===== config.mk =====
export PLATFORM = sky130hd
export DESIGN_NAME = vrf_ctrl
export DESIGN_NICKNAME = d
export VERILOG_FILES = /design/src/vrf_pkg.sv /design/src/vrf_ctrl.sv
export SDC_FILE = /design/constraint.sdc
export NUM_CORES = 1
export LEC_CHECK = 0
export ABC_AREA = 1
export BUFFER_PORTS_ARGS = -buffer_cell sky130_fd_sc_hd__buf_2
export CORE_AREA = 5 5 42 44
export DETAILED_ROUTE_END_ITERATION = 8
export DIE_AREA = 0 0 47 49
export GPL_TIMING_DRIVEN = 0
export PLACE_DENSITY = 0.43
export SKIP_LAST_GASP = 1
export SLEW_MARGIN = 20
export SYNTH_ARGS = -nofsm -noshare
export SYNTH_HDL_FRONTEND = slang
export SYNTH_SLANG_ARGS = --single-unit

===== constraint.sdc =====
create_clock -name clk -period 1.5 [get_ports clk]
set_input_delay 0.45 -clock clk [delete_from_list [all_inputs] [get_ports clk]]
set_output_delay 0.45 -clock clk [all_outputs]
set_load 0.005 [all_outputs]

===== src/vrf_pkg.sv =====
// Package for the VGA register file: port codes, controller states,
// command/status structs and write-mask functions. No dependencies.
`default_nettype none
package vrf_pkg;

  localparam int unsigned PalDepth  = 256;
  localparam int unsigned CrtcDepth = 256;

  localparam logic [15:0] PORT_ATTR    = 16'h03C0;
  localparam logic [15:0] PORT_ATTR_RD = 16'h03C1;
  localparam logic [15:0] PORT_MISC_WR = 16'h03C2;
  localparam logic [15:0] PORT_SEQ_IX  = 16'h03C4;
  localparam logic [15:0] PORT_SEQ_DT  = 16'h03C5;
  localparam logic [15:0] PORT_DAC_RD  = 16'h03C7;
  localparam logic [15:0] PORT_DAC_WR  = 16'h03C8;
  localparam logic [15:0] PORT_DAC_DT  = 16'h03C9;
  localparam logic [15:0] PORT_FEAT_RD = 16'h03CA;
  localparam logic [15:0] PORT_MISC_RD = 16'h03CC;
  localparam logic [15:0] PORT_GFX_IX  = 16'h03CE;
  localparam logic [15:0] PORT_GFX_DT  = 16'h03CF;
  localparam logic [15:0] PORT_CRT_IXM = 16'h03B4;
  localparam logic [15:0] PORT_CRT_DTM = 16'h03B5;
  localparam logic [15:0] PORT_STAT_M  = 16'h03BA;
  localparam logic [15:0] PORT_CRT_IXC = 16'h03D4;
  localparam logic [15:0] PORT_CRT_DTC = 16'h03D5;
  localparam logic [15:0] PORT_STAT_C  = 16'h03DA;

  localparam logic [7:0] RETRACE_TOGGLE = 8'h09;
  localparam logic [7:0] CR_LOCK_BIT    = 8'h80;
  localparam logic [7:0] CR_OVERFLOW    = 8'h07;
  localparam logic [7:0] CR_SYNC_END    = 8'h11;
  localparam logic [4:0] ATTR_COUNT     = 5'h15;

  typedef enum logic [1:0] {
    ST_IDLE,
    ST_CLEAR,
    ST_EXEC,
    ST_DONE
  } vrf_state_t;

  // controller to datapath
  typedef struct packed {
    logic capture;   // latch the incoming item
    logic clear_en;  // clearing pass: write zero at clear address
    logic exec;      // perform the latched access
    logic finish;    // drive the result strobe
  } vrf_cmd_t;

  // datapath to controller
  typedef struct packed {
    logic clear_last;
  } vrf_status_t;

  function automatic logic [7:0] seq_mask(input logic [2:0] ix);
    unique case (ix)
      3'd0: seq_mask = 8'h03;
      3'd1: seq_mask = 8'h3d;
      3'd2: seq_mask = 8'h0f;
      3'd3: seq_mask = 8'h3f;
      3'd4: seq_mask = 8'h0e;
      3'd7: seq_mask = 8'hff;
      default: seq_mask = 8'h00;
    endcase
  endfunction

  function automatic logic [7:0] gfx_mask(input logic [3:0] ix);
    unique case (ix)
      4'd3: gfx_mask = 8'h1f;
      4'd4: gfx_mask = 8'h03;
      4'd5: gfx_mask = 8'h7b;
      4'd8: gfx_mask = 8'hff;
      4'd0, 4'd1, 4'd2, 4'd6, 4'd7: gfx_mask = 8'h0f;
      default: gfx_mask = 8'h00;
    endcase
  endfunction

  function automatic logic [7:0] attr_mask(input logic [4:0] ix);
    if (ix <= 5'h0f) attr_mask = 8'h3f;
    else if (ix == 5'h10) attr_mask = 8'hef;
    else if (ix == 5'h12) attr_mask = 8'h3f;
    else if (ix == 5'h13 || ix == 5'h14) attr_mask = 8'h0f;
    else attr_mask = 8'hff;
  endfunction

endpackage
`default_nettype wire


===== src/vrf_ctrl.sv =====
// Controller of the VGA register file: clearing pass after reset, then
// capture / execute / respond per item. Depends on vrf_pkg.
`default_nettype none
module vrf_ctrl import vrf_pkg::*; (
  input  wire logic        clk,
  input  wire logic        rst,
  input  wire logic        start,
  input  vrf_status_t      status,
  output logic             busy,
  output vrf_cmd_t         cmd
);

  vrf_state_t state, state_next;

  always_ff @(posedge clk) begin
    if (rst) state <= ST_CLEAR;
    else     state <= state_next;
  end

  // next state
  always_comb begin
    state_next = state;
    unique case (state)
      ST_CLEAR: if (status.clear_last) state_next = ST_IDLE;
      ST_IDLE:  if (start) state_next = ST_EXEC;
      ST_EXEC:  state_next = ST_DONE;
      ST_DONE:  state_next = start ? ST_EXEC : ST_IDLE;
      default:  state_next = ST_IDLE;
    endcase
  end

  // outputs
  always_comb begin
    cmd = '0;
    busy = 1'b1;
    unique case (state)
      ST_CLEAR: cmd.clear_en = 1'b1;
      ST_IDLE: begin
        busy = 1'b0;
        cmd.capture = start;
      end
      ST_EXEC: cmd.exec = 1'b1;
      ST_DONE: begin
        busy = 1'b0;
        cmd.finish = 1'b1;
        cmd.capture = start;
      end
      default: busy = 1'b1;
    endcase
  end

endmodule
`default_nettype wire


==> metrics.txt <==
Comb pwr share=0.475; Rel. slew slack=0.903; Max Slew Vio Count=0; IO Port Bufs=8; delay-heaviest family, CP=buffers and inverters; dpl cell area=256 um2; dpl cells=54; core area=1400 um2; Cell Area, Synth=196 um2; Die ar.=2300 um2; drt wl/cell=7.55 um; most frequent cells in the layout=6 x nand2_1, 6 x buf_2, 5 x inv_1, 5 x buf_6; Critical Path Fanout Max=2; Syn Inst Count=30; die width=47 um; Max-Cap Viols=0; Worst-Margin Slew=145 ps; Hold-fix buffers, CTS=0; CP endpoint kind=output pin; Max VDD drop=0.000316 V; first-pass GRT wire length=828 um; pin count of the biggest net entering global routing=4; initial antenna violation count=0; post-synthesis cell type count=10; Critical-path top delay cell=dfxtp_2; Final HPWL DP=350 um; min Tclk post-route=1470 ps; Pint=243 uW; synthesis-stage register bit count=2; CTS tree=built; All-Layer GR Usage=0.0492; sequential share of power=0.201; Final Power=361 uW; Switching Share=0.326; vias per std cell=3.50; area grow syn2layout=91.1%; initial drt markers=0; Area contributors post-synth=ha_1 25%, dfxtp_1 20%, inv_1 13%, nand2_1 11%, nand2_2 9.6%; Num CTS Buffers=3; switching power=118 uW; final clock skew=2.36 ps; Crit Path Category=flop to output pin; Die Span Y=49 um; clock root buffer=clkbuf_4; count of warnings emitted by yosys=0; worst-path cell chain=buf_6 > buf_6 > ha_4 > buf_6; grt ovf=0; cell taking the most area after synthesis=ha_1; number of nets in the layout=54; largest registers=state x2; insertion delay to the later sink of the worst-skew pair=220 ps; Worst R2R Setup Slack=340 ps; Final Util=0.268; status=completed; final hold violation count=0; via count=210; Initial DRT Pass Iterations=1; initial core utilization=0.140; Fmax achieved=0.680 GHz; Clock power frac=0.324; Final period util=0.981; P per Cell Area=962 nW/um2; syn_nets=38; CP arrival=1020 ps; H-tree levels=1; Seq/Total Area, Yosys=0.204; number of global-route vias before repair=225; Final Non-Filler Cells=60; Critical Path Start Type=flop; CP max stage delay=320 ps; RSZ-0062 raised after global routing=yes; setup TNS=0 ps; clock sink count=2; Synth top area share=0.255; total number of placement rows=14; Routability Congestion=0.676; critical path's most frequent cell=buf_6; layout cell share with drive strength beyond 1=0.659; Pleak=0.192 nW; IO Pins=9; Worst-path clk slew=30 ps; Final setup viols=0; fillers=166; Syn Area/Cell=6.55 um2; WL final=453 um; Clock Path Buffers=2; worst hold path class=input port to flop; DR DRC count=0; Final Cell Area=375 um2; diode count=0; max FFs per register=2; post-route ant nets=0; Req. time, crit path=1050 ps; Top reg by flops=state; Worst Path Buf+Inv=3
cells in the mapped netlist, drive strengths merged:
library cell / n
ha: 4
buf: 1
nor2: 3
inv: 9
dfxtp: 2
o211ai: 1
nand3: 1
nand2: 9
cells by family after synthesis:
family	count (synthesis)	share of synthesized area
AO/OA/AOI/OAI	1	0.0382
adder cells (fa/ha/maj)	4	0.255
buffers and inverters	10	0.210
flip-flops	2	0.204
AND/OR/NAND/NOR	13	0.293
layer usage:
layer | vias to the layer above | global-route usage | share of wire
met4 | 0 | 0.0276 | 0
met5 | - | 0 | 0
met1 | 92 | 0.0590 | 0.44
met2 | 3 | 0.0701 | 0.51
met3 | 0 | 0.0221 | 0.044
li1 | 115 | - | -
path summary, 6_finish.rpt:
path	cells after the start	start	end
setup / recovery	4	state[1]	cmd[0]
hold / removal	3	rst	state[0]
setup reg to reg	9	state[1]	state[1]
hold reg to reg	4	state[1]	state[1]
layout make-up:
type	count	area, um2	area share
inverter	9	36.3	0.0967
sequential	2	45.0	0.120
multi-input combinational	18	158	0.420
timing repair buffer	12	93.8	0.250
tap	16	20.0	0.0533
clock buffer	3	22.5	0.0600
metrics by stage:
| step | hold slack [ps] | setup slack, ps |
|---|---|---|
| floorplan | 496 | 184 |
| global placement | 542 | 61.1 |
| detailed placement | 547 | 55.1 |
| CTS | 458 | -19.5 |
| global route | 483 | -17.1 |
| finish | 461 | 28.4 |
power by group through the flow:
| stage | Clock [mW] | Sequential (mW) | Combinational (mW) |
|---|---|---|---|
| global placement | 0 | 0.0729 | 0.106 |
| finish | 0.117 | 0.0725 | 0.171 |
| floorplan | 0 | 0.0694 | 0.0730 |
| detailed placement | 0 | 0.0727 | 0.108 |
| global route | 0.136 | 0.0741 | 0.194 |
| CTS | 0.128 | 0.0703 | 0.154 |
worst reg2reg max path, delay by kind of cell (launching register included):
family,cells,cell delay [ps]
DFF,1,320
adders and majority gates,1,150
and+or+nand+nor,5,280
buffers and inverters,3,300
repair_timing:
item,4_1_cts,5_1_grt
setup buffers,3,1
endpoints found under the setup margin,3,4
gates resized for setup,10,8
pin swaps,2,1
Note: power is estimated with default switching activity, not from simulation.
